### src/sv/coopg_pkg.sv
// Shared widths, register indexes and types of the circle outline point generator.
package coopg_pkg;

  localparam int GridSize  = 1024;
  localparam int CoordW    = 10;
  localparam int OffW      = 11;
  localparam int TermW     = 14;
  localparam int PixW      = 12;
  localparam int PtW       = 14;
  localparam int CfgIdxW   = 2;
  localparam int CfgDataW  = 10;
  localparam int NumPoints = 8;
  localparam int PtIdxW    = 3;

  localparam int YStepInit = -2;
  localparam int TermDec   = 4;

  localparam logic [CoordW-1:0] CenterXReset = 10'd32;
  localparam logic [CoordW-1:0] CenterYReset = 10'd32;
  localparam logic [CoordW-1:0] RadiusReset  = 10'd20;

  typedef enum logic [CfgIdxW-1:0] {
    RegCenterX = 2'd0,
    RegCenterY = 2'd1,
    RegRadius  = 2'd2
  } cfg_reg_e;

  // One step as handed from the state update to the point emitter.
  typedef struct packed {
    logic                   emit;
    logic signed [OffW-1:0] x;
    logic signed [OffW-1:0] y;
    logic                   done;
  } step_t;

endpackage

### src/sv/coopg_if.sv
// Handshake channels of the circle outline point generator: config, step item, point.
interface coopg_cfg_if;
  logic                             valid;
  logic                             ready;
  logic [coopg_pkg::CfgIdxW-1:0]    index;
  logic [coopg_pkg::CfgDataW-1:0]   data;

  modport source (output valid, output index, output data, input ready);
  modport sink   (input valid, input index, input data, output ready);
endinterface

interface coopg_in_if;
  logic valid;
  logic ready;
  logic restart;

  modport source (output valid, output restart, input ready);
  modport sink   (input valid, input restart, output ready);
endinterface

interface coopg_out_if;
  logic                                valid;
  logic                                ready;
  logic signed [coopg_pkg::PixW-1:0]   pixel_x;
  logic signed [coopg_pkg::PixW-1:0]   pixel_y;
  logic                                on_grid;
  logic                                last_of_step;
  logic                                circle_done;

  modport source (output valid, output pixel_x, output pixel_y, output on_grid,
                  output last_of_step, output circle_done, input ready);
  modport sink   (input valid, input pixel_x, input pixel_y, input on_grid,
                  input last_of_step, input circle_done, output ready);
endinterface

### src/sv/coopg_step.sv
// Circle state registers and the midpoint update for one step item.
module coopg_step (
  input  logic                             clk_i,
  input  logic                             rst_ni,
  input  logic [coopg_pkg::CoordW-1:0]     radius_i,
  input  logic                             advance_i,
  input  logic                             restart_i,
  output coopg_pkg::step_t                 step_o
);

  localparam int OffW  = coopg_pkg::OffW;
  localparam int TermW = coopg_pkg::TermW;

  logic signed [OffW-1:0]  x_q, y_q, x_d, y_d;
  logic signed [TermW-1:0] dec_q, xt_q, yt_q, dec_d, xt_d, yt_d;
  logic                    active_q, active_d;

  logic signed [OffW-1:0]  x0, y0, x1, y1;
  logic signed [TermW-1:0] dec0, xt0, yt0, dec1, dec2, xt1, yt1;
  logic                    act0, done;

  always_comb begin
    // Load the start state on restart, else carry the circle in progress.
    if (restart_i) begin
      x0   = OffW'({1'b0, radius_i});
      y0   = '0;
      dec0 = TermW'({radius_i, 1'b0}) - TermW'(1);
      xt0  = TermW'({radius_i, 2'b00}) - TermW'(coopg_pkg::TermDec);
      yt0  = TermW'(coopg_pkg::YStepInit);
      act0 = 1'b1;
    end else begin
      x0   = x_q;
      y0   = y_q;
      dec0 = dec_q;
      xt0  = xt_q;
      yt0  = yt_q;
      act0 = active_q;
    end

    dec1 = dec0 + yt0;
    yt1  = yt0 - TermW'(coopg_pkg::TermDec);
    y1   = y0 + OffW'(1);
    if (dec1[TermW-1]) begin
      dec2 = dec1 + xt0;
      xt1  = xt0 - TermW'(coopg_pkg::TermDec);
      x1   = x0 - OffW'(1);
    end else begin
      dec2 = dec1;
      xt1  = xt0;
      x1   = x0;
    end
    done = y1 > x1;

    step_o.emit = act0;
    step_o.x    = x0;
    step_o.y    = y0;
    step_o.done = done;

    x_d      = x_q;
    y_d      = y_q;
    dec_d    = dec_q;
    xt_d     = xt_q;
    yt_d     = yt_q;
    active_d = active_q;
    if (advance_i && act0) begin
      x_d      = x1;
      y_d      = y1;
      dec_d    = dec2;
      xt_d     = xt1;
      yt_d     = yt1;
      active_d = !done;
    end
  end

  always_ff @(posedge clk_i or negedge rst_ni) begin
    if (!rst_ni) begin
      x_q      <= '0;
      y_q      <= '0;
      dec_q    <= '0;
      xt_q     <= '0;
      yt_q     <= '0;
      active_q <= 1'b0;
    end else begin
      x_q      <= x_d;
      y_q      <= y_d;
      dec_q    <= dec_d;
      xt_q     <= xt_d;
      yt_q     <= yt_d;
      active_q <= active_d;
    end
  end

endmodule

### src/sv/circle_outline_point_generator_unit.sv
// Circle outline generator: eight-way midpoint circle, one point per cycle while not stalled.
//
// Each accepted step item (restart set, or a circle in progress) yields eight outline
// points, one per cycle on the output channel while it is not stalled; the sustained
// step rate is set by the single point channel and the three-bit point counter that
// walks the eight symmetric points of a step. The first point of a step passes through
// the step register and then the output register. The next step item is accepted in
// the cycle the eighth point of the current step moves into the output register, so a
// stalled eighth point never blocks the state update of the following step. A restart
// item loads the start state from the radius register and gives the first step at once;
// a restart during a circle abandons it. A step item with restart clear and no circle in
// progress is taken and gives nothing. Points use the live centre registers; a new
// radius counts from the next restart. Points off the grid come out with on_grid clear.
// The configuration port is always ready; writes beyond the third register are dropped.
module circle_outline_point_generator_unit (
  input  logic          clk_i,
  input  logic          rst_ni,
  coopg_cfg_if.sink     cfg_i,
  coopg_in_if.sink      in_i,
  coopg_out_if.source   out_o
);

  localparam int CW     = coopg_pkg::CoordW;
  localparam int OffW   = coopg_pkg::OffW;
  localparam int PtW    = coopg_pkg::PtW;
  localparam int PixW   = coopg_pkg::PixW;
  localparam int PtIdxW = coopg_pkg::PtIdxW;

  // Configuration registers
  logic [CW-1:0] cx_q, cy_q, rad_q;

  assign cfg_i.ready = 1'b1;

  always_ff @(posedge clk_i or negedge rst_ni) begin
    if (!rst_ni) begin
      cx_q  <= coopg_pkg::CenterXReset;
      cy_q  <= coopg_pkg::CenterYReset;
      rad_q <= coopg_pkg::RadiusReset;
    end else if (cfg_i.valid) begin
      case (cfg_i.index)
        coopg_pkg::RegCenterX: cx_q  <= cfg_i.data[CW-1:0];
        coopg_pkg::RegCenterY: cy_q  <= cfg_i.data[CW-1:0];
        coopg_pkg::RegRadius:  rad_q <= cfg_i.data[CW-1:0];
        default: ;
      endcase
    end
  end

  // Handshake between the step register and the output register
  logic              stp_valid_q;
  logic [PtIdxW-1:0] k_q;
  logic              out_valid_q;
  logic              out_free, emit_fire, last_pt, in_acc;

  assign out_free  = !out_valid_q || out_o.ready;
  assign emit_fire = stp_valid_q && out_free;
  assign last_pt   = (k_q == PtIdxW'(coopg_pkg::NumPoints - 1));
  assign in_i.ready = !stp_valid_q || (emit_fire && last_pt);
  assign in_acc    = in_i.valid && in_i.ready;

  // State update for the item at the input
  coopg_pkg::step_t step;

  coopg_step u_step (
    .clk_i     (clk_i),
    .rst_ni    (rst_ni),
    .radius_i  (rad_q),
    .advance_i (in_acc),
    .restart_i (in_i.restart),
    .step_o    (step)
  );

  // Step register: offsets and done flag of the step being emitted
  logic signed [OffW-1:0] sx_q, sy_q;
  logic                   sdone_q;

  always_ff @(posedge clk_i or negedge rst_ni) begin
    if (!rst_ni) begin
      stp_valid_q <= 1'b0;
      k_q         <= '0;
    end else if (in_acc && step.emit) begin
      stp_valid_q <= 1'b1;
      k_q         <= '0;
    end else if (emit_fire) begin
      k_q <= k_q + PtIdxW'(1);
      if (last_pt) begin
        stp_valid_q <= 1'b0;
      end
    end
  end

  always_ff @(posedge clk_i) begin
    if (in_acc && step.emit) begin
      sx_q    <= step.x;
      sy_q    <= step.y;
      sdone_q <= step.done;
    end
  end

  // Point selection: bit 2 swaps the offsets, bit 0 and bit 1 pick the signs.
  logic signed [OffW-1:0] off_a, off_b;
  logic signed [PtW-1:0]  ext_a, ext_b, px, py;
  logic                   px_in, py_in;

  always_comb begin
    off_a = k_q[2] ? sy_q : sx_q;
    off_b = k_q[2] ? sx_q : sy_q;
    ext_a = {{(PtW-OffW){off_a[OffW-1]}}, off_a};
    ext_b = {{(PtW-OffW){off_b[OffW-1]}}, off_b};
    px = k_q[0] ? ($signed({{(PtW-CW){1'b0}}, cx_q}) + ext_a)
                : ($signed({{(PtW-CW){1'b0}}, cx_q}) - ext_a);
    py = k_q[1] ? ($signed({{(PtW-CW){1'b0}}, cy_q}) + ext_b)
                : ($signed({{(PtW-CW){1'b0}}, cy_q}) - ext_b);
    px_in = !px[PtW-1] && (px[PtW-2:0] < (PtW-1)'(coopg_pkg::GridSize));
    py_in = !py[PtW-1] && (py[PtW-2:0] < (PtW-1)'(coopg_pkg::GridSize));
  end

  // Output register
  logic signed [PixW-1:0] pix_x_q, pix_y_q;
  logic                   on_grid_q, last_q, done_q;

  always_ff @(posedge clk_i or negedge rst_ni) begin
    if (!rst_ni) begin
      out_valid_q <= 1'b0;
    end else if (emit_fire) begin
      out_valid_q <= 1'b1;
    end else if (out_o.ready) begin
      out_valid_q <= 1'b0;
    end
  end

  always_ff @(posedge clk_i) begin
    if (emit_fire) begin
      pix_x_q   <= px[PixW-1:0];
      pix_y_q   <= py[PixW-1:0];
      on_grid_q <= px_in && py_in;
      last_q    <= last_pt;
      done_q    <= last_pt && sdone_q;
    end
  end

  assign out_o.valid        = out_valid_q;
  assign out_o.pixel_x      = pix_x_q;
  assign out_o.pixel_y      = pix_y_q;
  assign out_o.on_grid      = on_grid_q;
  assign out_o.last_of_step = last_q;
  assign out_o.circle_done  = done_q;

endmodule

### src/flat_wrapper.sv
// flat-port wrapper written by rule: the top's interface ports become plain ports
module circle_outline_point_generator_unit_flat 
  (clk_i, rst_ni, cfg_i_valid, cfg_i_index, cfg_i_data, cfg_i_ready, in_i_valid, in_i_restart, in_i_ready, out_o_valid, out_o_pixel_x, out_o_pixel_y, out_o_on_grid, out_o_last_of_step, out_o_circle_done, out_o_ready);
  coopg_cfg_if cfg_i_i ();
  coopg_in_if in_i_i ();
  coopg_out_if out_o_i ();
  input  logic clk_i;
  input  logic rst_ni;
  input wire logic [$bits(cfg_i_i.valid)-1:0] cfg_i_valid;
  input wire logic [$bits(cfg_i_i.index)-1:0] cfg_i_index;
  input wire logic [$bits(cfg_i_i.data)-1:0] cfg_i_data;
  output wire logic [$bits(cfg_i_i.ready)-1:0] cfg_i_ready;
  input wire logic [$bits(in_i_i.valid)-1:0] in_i_valid;
  input wire logic [$bits(in_i_i.restart)-1:0] in_i_restart;
  output wire logic [$bits(in_i_i.ready)-1:0] in_i_ready;
  output wire logic [$bits(out_o_i.valid)-1:0] out_o_valid;
  output wire logic [$bits(out_o_i.pixel_x)-1:0] out_o_pixel_x;
  output wire logic [$bits(out_o_i.pixel_y)-1:0] out_o_pixel_y;
  output wire logic [$bits(out_o_i.on_grid)-1:0] out_o_on_grid;
  output wire logic [$bits(out_o_i.last_of_step)-1:0] out_o_last_of_step;
  output wire logic [$bits(out_o_i.circle_done)-1:0] out_o_circle_done;
  input wire logic [$bits(out_o_i.ready)-1:0] out_o_ready;
  assign cfg_i_i.valid = cfg_i_valid;
  assign cfg_i_i.index = cfg_i_index;
  assign cfg_i_i.data = cfg_i_data;
  assign cfg_i_ready = cfg_i_i.ready;
  assign in_i_i.valid = in_i_valid;
  assign in_i_i.restart = in_i_restart;
  assign in_i_ready = in_i_i.ready;
  assign out_o_valid = out_o_i.valid;
  assign out_o_pixel_x = out_o_i.pixel_x;
  assign out_o_pixel_y = out_o_i.pixel_y;
  assign out_o_on_grid = out_o_i.on_grid;
  assign out_o_last_of_step = out_o_i.last_of_step;
  assign out_o_circle_done = out_o_i.circle_done;
  assign out_o_i.ready = out_o_ready;
  circle_outline_point_generator_unit u_core (.clk_i(clk_i), .rst_ni(rst_ni), .cfg_i(cfg_i_i), .in_i(in_i_i), .out_o(out_o_i));
endmodule
### config.mk
export PLATFORM = sky130hd
export DESIGN_NAME = circle_outline_point_generator_unit_flat
export DESIGN_NICKNAME = d
export VERILOG_FILES = /design/src/sv/coopg_pkg.sv /design/src/sv/coopg_if.sv /design/src/sv/coopg_step.sv /design/src/sv/circle_outline_point_generator_unit.sv /design/src/flat_wrapper.sv
export SDC_FILE = /design/constraint.sdc
export NUM_CORES = 1
export LEC_CHECK = 0
export BUFFER_PORTS_ARGS = -buffer_cell sky130_fd_sc_hd__buf_2
export CAP_MARGIN = 20
export CORE_MARGIN = 1
export CORE_UTILIZATION = 30
export DETAILED_ROUTE_END_ITERATION = 8
export HOLD_SLACK_MARGIN = 0.05
export PLACE_DENSITY = 0.54
export SLEW_MARGIN = 0
export SYNTH_ARGS = -nofsm -noshare
export SYNTH_HDL_FRONTEND = slang
export SYNTH_SLANG_ARGS = --single-unit
### constraint.sdc
create_clock -name clk_i -period 13.9 [get_ports clk_i]
set_input_delay 0.695 -clock clk_i [delete_from_list [all_inputs] [get_ports clk_i]]
set_output_delay 0.695 -clock clk_i [all_outputs]
set_load 0.02 [all_outputs]
Yosys cells after proc, flatten, opt, wreduce, memory -nomap -nowiden
Cells that the tools add are included.
{"block": "word_totals", "register_bits": 150, "elab_cells": 82}
{"block": "classes", "n_addsub": 13, "n_eq_ne": 3, "n_reduce_logical": 23, "n_mux": 20, "magnitude_cmp": 3}
{"operator": "$mux 14", "n": 7}
{"operator": "$mux 11", "n": 5}
{"operator": "$add 14x14->14", "n": 2}
{"operator": "$sub 14x4->14 const B", "n": 2}
{"operator": "$lt 13x11->1 const B", "n": 2}
{"operator": "$add 11x11->12", "n": 2}
{"operator": "$sub 11x11->12", "n": 2}
{"operator": "$sub 12x3->13 const B", "n": 1}
{"operator": "$sub 11x1->12 const B", "n": 1}
{"operator": "$add 11x2->11 const B", "n": 1}
{"operator": "$gt 11x11->1", "n": 1}
{"operator": "$sub 11x2->11 const B", "n": 1}
{"operator": "$logic_and 1x1->1", "n": 8}
{"operator": "$reduce_and 2->1", "n": 4}
{"operator": "$mux 1", "n": 6}
{"operator": "$mux 3", "n": 2}
{"operator": "$reduce_bool 2->1", "n": 3}
{"operator": "$logic_not 1->1", "n": 5}
{"operator": "$add 3x1->3 const B", "n": 1}
{"operator": "$eq 3x3->1 const B", "n": 1}
{"operator": "$eq 2x1->1 const B", "n": 1}
{"operator": "$eq 2x2->1 const B", "n": 1}
{"operator": "$logic_not 2->1", "n": 1}
{"operator": "$logic_or 1x1->1", "n": 2}

Depth between registers and ports, before layout
Gate-level depths: netlist of the first run.
{"block": "logic_depth", "depth_word": 9, "depth_mapped": 26, "mapped_depth_nobuf": 22}

Hierarchy
From an unflattened synthesis of the first run, not the netlist that was laid out.
{"block": "hier_totals", "cells_unflattened": 1091, "hier_area_um2": 10244.8}
{"module": "coopg_step", "cells_each": 683, "area_each_um2": 5491.5, "seq_area_each_um2": 1626.6, "instances": 1}
{"module": "circle_outline_point_generator_unit", "cells_each": 408, "area_each_um2": 4753.3, "seq_area_each_um2": 2382.3, "instances": 1}

Least setup slack after synthesis of the first run
Ideal clock, no wire load.
{"block": "synth_path", "path_kind": "input to register", "from": "input port in_i_restart", "to": "register u_core.sdone_q (data pin)", "required_time_ns": 13.629, "path_stages": 23, "arrival_time_ns": 5.679, "setup_ns": 0.271, "setup_slack_ns": 7.950, "cell_sequence": "clkbuf_1 buf_1 buf_1 buf_1 clkbuf_1 buf_1 a31oi_1 ha_1 nand2_1 or3_1 o21ai_0 o21ai_0 a211o_1 buf_2 o21ai_0 ha_1 nor2b_1 o21a_1 o21a_1 o21bai_1 a21oi_1 a211oi_1 a31oi_1"}
{"item": "from (decl)", "line_no": "flat_wrapper.sv:14", "source": "input wire logic [$bits(in_i_i.restart)-1:0] in_i_restart;"}
{"item": "to (signal assigned)", "line_no": "circle_outline_point_generator_unit.sv:96", "source": "sdone_q <= step.done;"}
{"item": "to (decl)", "line_no": "circle_outline_point_generator_unit.sv:75", "source": "logic sdone_q;"}

==> results of run 1 <==
[stage by stage]
| step | setup WS, ns | instance area (µm²) | total power [µW] |
|---|---|---|---|
| after floorplan | 7.95 | 9940 | 1950 |
| after global placement | 7.98 | 10600 | 2290 |
| after detailed placement | 7.83 | 10600 | 2300 |
| after CTS | 8.10 | 11200 | 2750 |
| after global routing | 7.54 | 11200 | 2970 |
| final | 8.11 | 11200 | 2730 |
[registers in the layout (all words and copies together), names as in the netlist, 3 cells and up]
name	count
u_core.cx_q	10
u_core.cy_q	10
u_core.k_q	3
u_core.out_o.pixel_x	12
u_core.out_o.pixel_y	12
u_core.rad_q	10
u_core.sx_q	11
u_core.sy_q	11
u_core.u_step.dec_q	14
u_core.u_step.x_q	11
u_core.u_step.xt_q	14
u_core.u_step.y_q	11
u_core.u_step.yt_q	14
[power breakdown]
part	internal (µW)	switching, µW
combinational	645	895
sequential	651	104
clock	234	204
[how the worst max path moves through the flow]
stage | to | cells past startpoint
3_3_place_gp | u_core.sdone_q$_DFFE_PP_ | 20
5_1_grt | u_core.sdone_q$_DFFE_PP_ | 21
3_5_place_dp | u_core.sdone_q$_DFFE_PP_ | 20
2_1_floorplan | u_core.sdone_q$_DFFE_PP_ | 23
6_report | u_core.sdone_q$_DFFE_PP_ | 20
4_1_cts | u_core.sdone_q$_DFFE_PP_ | 20
[routing by layer]
| layer | wire [µm] | part of all wire, % | vias to the layer above |
|---|---|---|---|
| li1 | - | - | 3774 |
| met1 | 11400 | 47 | 3590 |
| met2 | 11500 | 48 | 125 |
| met3 | 773 | 3.2 | 24 |
| met4 | 395 | 1.6 | 0 |
| met5 | 0 | 0 | - |
[Yosys cell counts (all sizes together) (2+ instances only)]
library cell  number
a2111oi            3
a211o              3
a211oi             5
a21o              15
a21oi             51
a311oi             3
a31oi             20
and2              11
and3               7
buf               19
clkbuf            24
dfrtp             96
dfstp              4
edfxtp            50
fa                 4
ha                66
inv               40
mux2              39
mux2i             29
nand2            104
nand2b             5
nand3             22
nand3b             4
nand4b             2
nor2              86
nor2b             20
nor3              33
nor3b              9
nor4               7
o211ai             3
o21a              21
o21ai             64
o21bai             5
o31a               2
o31ai              9
o41ai              2
or2               15
or3               16
or3b               2
or4                9
xnor2             64
xor2              33
[area by class of cell]
type                       instances  area, µm²
fill                            3440      21300
inverter                          40        150
tap                              442        553
sequential                       150       4010
timing repair buffer              55        320
clock buffer                      18        429
clock inverter                    14        123
multi-input combinational        809       5610
[cell families after synthesis]
logic type,share of synthesized area (%)
AOI/OAI and AO/OA,13.8
xor gates and xnor gates,8.55
adders and majority gates,9.11
buffers and inverters,3.46
DFF,40.3
muxes,7.34
other,0.0377
and+or+nand+nor,17.4
==> run summary, run 1 <==
final setup vio count -> 0
clock skew -> 0.00970 ns
Post-synth EDFFs -> 50
Rows -> 66
GP Congestion -> 0.858
cts repair resizes -> 0
Ys Warns -> 0
Async SR Flop Fraction -> 66.7%
io pins -> 48
synthesized area -> 9940 µm²
clock sink count -> 150
Fin Hold WS -> 0.285 ns
first drt pass iteration count -> 5
#FFs+latches synth -> 150
crit share post-route -> 41.6%
Port Buffers -> 46
Antenna Nets Post-Route -> 0
GRT Max-Usage Layer -> met2
DRT Wirelength -> 24000 µm
RSZ-0062 raised after global routing -> no
gr ovfl total -> 0
core outline area -> 32500 µm²
Final nets -> 1161
Slew Viols, Final -> 0
Detail Placement HPWL -> 18000 µm
Leak -> 0.00463 µW
worst path cell trace -> inv_1 -> ha_1 -> or4b_4 -> or3_1 -> a31oi_1 -> ha_1 -> nand2_1 -> or3_1 -> o21ai_0 -> o21ai_0 -> a211o_1 -> o21ai_0 -> ha_1 -> nor2b_1 -> o21a_1 -> o21a_1 -> o21bai_1 -> a21oi_1 -> a211oi_1 -> a31oi_1
Worst setup EP type -> flip-flop
initial drt markers -> 361
end-of-flow core utilization -> 34.4%
first-pass GRT wire length -> 39300 µm
FF-to-FF End -> u_core.sdone_q$_DFFE_PP_
vias per inst -> 4.92
Crit Path Category -> reg2reg
setup slack, reg-to-reg -> 8.11 ns
CP Launch Type -> flip-flop
average wire per standard cell -> 15.7 µm
start of the worst register-to-register path -> u_core.rad_q[0]$_DFFE_PN0P_
Inst Count DP -> 1495
CP required -> 14.07 ns
most frequent cells in the layout -> nand2_1, dfrtp_1, nor2_1
biggest area consumer among synthesized cells -> dfrtp_1
Worst path max stage delay -> 0.54 ns
Initial Utilization -> 30.5%
Max VDD drop -> 0.122 mV
Die H -> 184 µm
slew margin rel. -> 43.5%
total negative setup slack -> 0 ns
GRT met1 Usage -> 19.4%
Tmin final -> 5.79 ns
Least-Margin Pin Slew -> 0.826 ns
CP startpoint -> u_core.rad_q[0]$_DFFE_PN0P_
worst min path class -> in2async
CP max FO -> 12
postcts setup bufs -> 0
clock root buffer -> clkbuf_16
GRT met2 Usage -> 25.0%
met3 GRT Util -> 2.44%
Die ar. -> 33900 µm²
# H-tree levels -> 4
pwr/cell area -> 244 nW/µm²
slowest CP cell -> a211o_1
Max Cap Viol -> 0
CTS tree -> built
largest cells by area after synthesis -> dfrtp_1, edfxtp_1, ha_1
Top FF cell, synth -> dfrtp_1
largest net degree at the start of global routing -> 83
Seq/Total Area, Yosys -> 40.3%
Mapped Nets -> 1130
Diodes inserted -> 0
Final Non-Filler Cells -> 1528
Final Hold Viols -> 0
gr usage total -> 14.9%
total CTS buffers -> 17
commonest non-fill, non-tap cell in the layout -> nand2_1
initial antenna violation count -> 0
status -> completed
vias in the first global route -> 7384
share of the synthesized area in the top cell type -> 24.2%
Netlist cell types -> 65
reg2reg path depth -> 20
share of cells above drive strength 1 -> 14.3%
via count -> 7513
CP delay by family, top -> compound AO/OA/AOI/OAI gates
Worst-path clk slew -> 0.07 ns
cells after synthesis -> 1042
Max Freq -> 0.173 GHz
Data arrival, critical path -> 5.96 ns
clk buf depth -> 2
Post-CTS Hold Fix Bufs -> 0
synth-to-layout area growth -> 12.6%
Syn Area/Cell -> 9.54 µm²
worst path bufs/invs -> 1
Remaining DRCs -> 0
Clock Latency Late Sink -> 0.43 ns
Die W -> 184 µm
(Power assumes the default switching activity.)
==> run 2, diff against run 1 <==
- ABC_AREA: not set -> 1
- clock period: 13.9 -> 6 ns (I/O delays scaled with it)
==> run summary, run 2 <==
status -> completed
final setup vio count -> 0
GRT met2 Usage -> 27.0%
Die ar. -> 36200 µm²
largest cells by area after synthesis -> dfrtp_1, edfxtp_1, nand2_1
Tmin final -> 4.35 ns
Final Power -> 6740 µW
cells after synthesis -> 1392
first drt pass iteration count -> 5
slowest CP cell -> buf_2
Antenna Nets Post-Route -> 0
largest net degree at the start of global routing -> 70
Synth Area in XOR/XNOR -> 6.92%
Detail Placement HPWL -> 21300 µm
CP max FO -> 37
CTS tree -> built
hold depth -> 4
met3 GRT Util -> 2.42%
# H-tree levels -> 4
Diodes inserted -> 0
via count -> 8813
reg2reg path depth -> 28
Worst setup EP type -> flip-flop
io pins -> 48
share of the synthesized area in the top cell type -> 22.6%
average wire per standard cell -> 14.4 µm
#FFs+latches synth -> 150
clock skew -> 0.0128 ns
slew margin rel. -> 37.1%
synthesized area -> 10600 µm²
initial drt markers -> 485
fraction of the mapped netlist area in simple logic gates -> 26.0%
total negative setup slack -> 0 ns
CP required -> 6.31 ns
Synth Area in Compound Gates -> 11.6%
initial antenna violation count -> 0
Initial Utilization -> 30.6%
Post-synth EDFFs -> 50
Top FF cell, synth -> dfrtp_1
gr ovfl total -> 0
crit share post-route -> 72.5%
Async SR Flop Fraction -> 66.7%
most common library cells after synthesis -> nand2_1, inv_1, nor2_1
Data arrival, critical path -> 4.66 ns
gr usage total -> 15.8%
Port Buffers -> 46
Max VDD drop -> 0.293 mV
Leak -> 0.00577 µW
Worst path max stage delay -> 0.58 ns
Syn Area/Cell -> 7.63 µm²
Fill cells -> 3682
worst min path class -> in2reg
clock root buffer -> clkbuf_16
Die W -> 190 µm
GP Congestion -> 0.869
commonest non-fill, non-tap cell in the layout -> nand2_1
most common cell in the netlist -> nand2_1
Die H -> 190 µm
total CTS buffers -> 17
synth-to-layout area growth -> 12.2%
Seq/Total Area, Yosys -> 37.7%
Worst path most repeated cell -> nand2_1
Worst-path clk slew -> 0.07 ns
largest family of logic cells by synthesized area -> simple AND/OR/NAND/NOR gates
RSZ-0062 raised after global routing -> no
Max Freq -> 0.230 GHz
biggest area consumer among synthesized cells -> dfrtp_1
first-pass GRT wire length -> 44300 µm
Slew Viols, Final -> 0
clock sink count -> 150
Largest regs -> u_core.u_step.dec_q: 14 flops, u_core.u_step.xt_q: 14 flops, u_core.u_step.yt_q: 14 flops
multiplexer area fraction after synthesis -> 0%
share of cells above drive strength 1 -> 10.9%
Rows -> 68
Least-Margin Pin Slew -> 0.943 ns
Clock Latency Late Sink -> 0.45 ns
Ys Warns -> 0
clk buf depth -> 2
CP delay by family, top -> simple AND/OR/NAND/NOR gates
DRT Wirelength -> 27400 µm
GRT Max-Usage Layer -> met2
postcts setup bufs -> 0
Remaining DRCs -> 0
cell depth of the worst setup path -> 27
Crit Path Category -> in2reg
most frequent cells in the layout -> nand2_1, inv_1, nor2_1
worst path bufs/invs -> 4
GRT met1 Usage -> 20.4%
Mapped Nets -> 1480
Netlist cell types -> 52
Max Cap Viol -> 0
core outline area -> 34700 µm²
adder-cell share of the synthesized area -> 8.52%
Final nets -> 1518
pwr/cell area -> 565 nW/µm²
vias per inst -> 4.64
vias in the first global route -> 8452
end-of-flow core utilization -> 34.4%
CP Launch Type -> input pin
Final Hold Viols -> 0
run 2: path summary, 6_finish.rpt:
check	start	slack (ns)	endpoint
setup / recovery	in_i_restart	1.65	u_core.u_step.active_q$_DFFE_PN0P_
hold / removal	out_o_ready	0.13	u_core.out_o.valid$_DFFE_PN0P_
setup reg to reg	u_core.rad_q[0]$_DFFE_PN0P_	1.73	u_core.u_step.active_q$_DFFE_PN0P_
hold reg to reg	u_core.u_step.yt_q[1]$_DFFE_PN0P_	0.47	u_core.u_step.yt_q[1]$_DFFE_PN0P_
max in group asynchronous	rst_ni	4.33	u_core.cy_q[6]$_DFFE_PN0P_
min in group asynchronous	rst_ni	0.36	u_core.u_step.dec_q[3]$_DFFE_PN0P_
run 2: layout make-up:
type / count / area (µm²) / share of cell area (%)
clock buffer: 18 / 450 / 3.78
sequential: 150 / 4010 / 33.6
clock inverter: 14 / 203 / 1.70
timing repair buffer: 54 / 315 / 2.64
inverter: 194 / 731 / 6.13
multi-input combinational: 1013 / 5650 / 47.4
tap: 455 / 569 / 4.77
run 2: what timing repair did:
action / in CTS / in global routing
resized for setup: 0 / 0
endpoints found under the hold margin: 31 / 0
hold buffers: 1 / 0
run 2: kinds of logic after synthesis:
family / after synthesis
buffers and inverters: 229
AND/OR/NAND/NOR: 641
XOR/XNOR: 84
adder cells (fa/ha/maj): 70
other: 1
AO/OA/AOI/OAI: 217
flip-flops: 150
run 2: power by group:
part / total, µW / internal [µW] / switching, µW
clock network: 1200 / 700 / 503
logic: 3850 / 1360 / 2490
registers: 1690 / 1510 / 184
run 2: per-layer routing:
metal / vias up / share of wire (%)
li1: 4579 / -
met1: 4050 / 46
met2: 154 / 49
met3: 30 / 3.4
met4: 0 / 1.7
met5: - / 0
run 2: through the flow:
stage                     std cells  hold slack, ns  setup WS [ns]  cell area [µm²]
after CTS                      1897           0.116           1.62            11900
after global placement         1864           0.284           1.15            11200
after floorplan                1392         0.00441           2.23            10600
after global routing           1898           0.145           1.17            11900
after detailed placement       1864           0.294           1.12            11200
final                          1898           0.127           1.65            11900
run 2: worst register-to-register path: cells and delay by family (launching register included):
| family | cells | cell delay (ns) |
|---|---|---|
| DFF | 1 | 0.44 |
| xor gates and xnor gates | 2 | 0.32 |
| and+or+nand+nor | 16 | 1.71 |
| adders and majority gates | 3 | 0.99 |
| buffers and inverters | 3 | 0.28 |
| AOI/OAI and AO/OA | 4 | 0.41 |
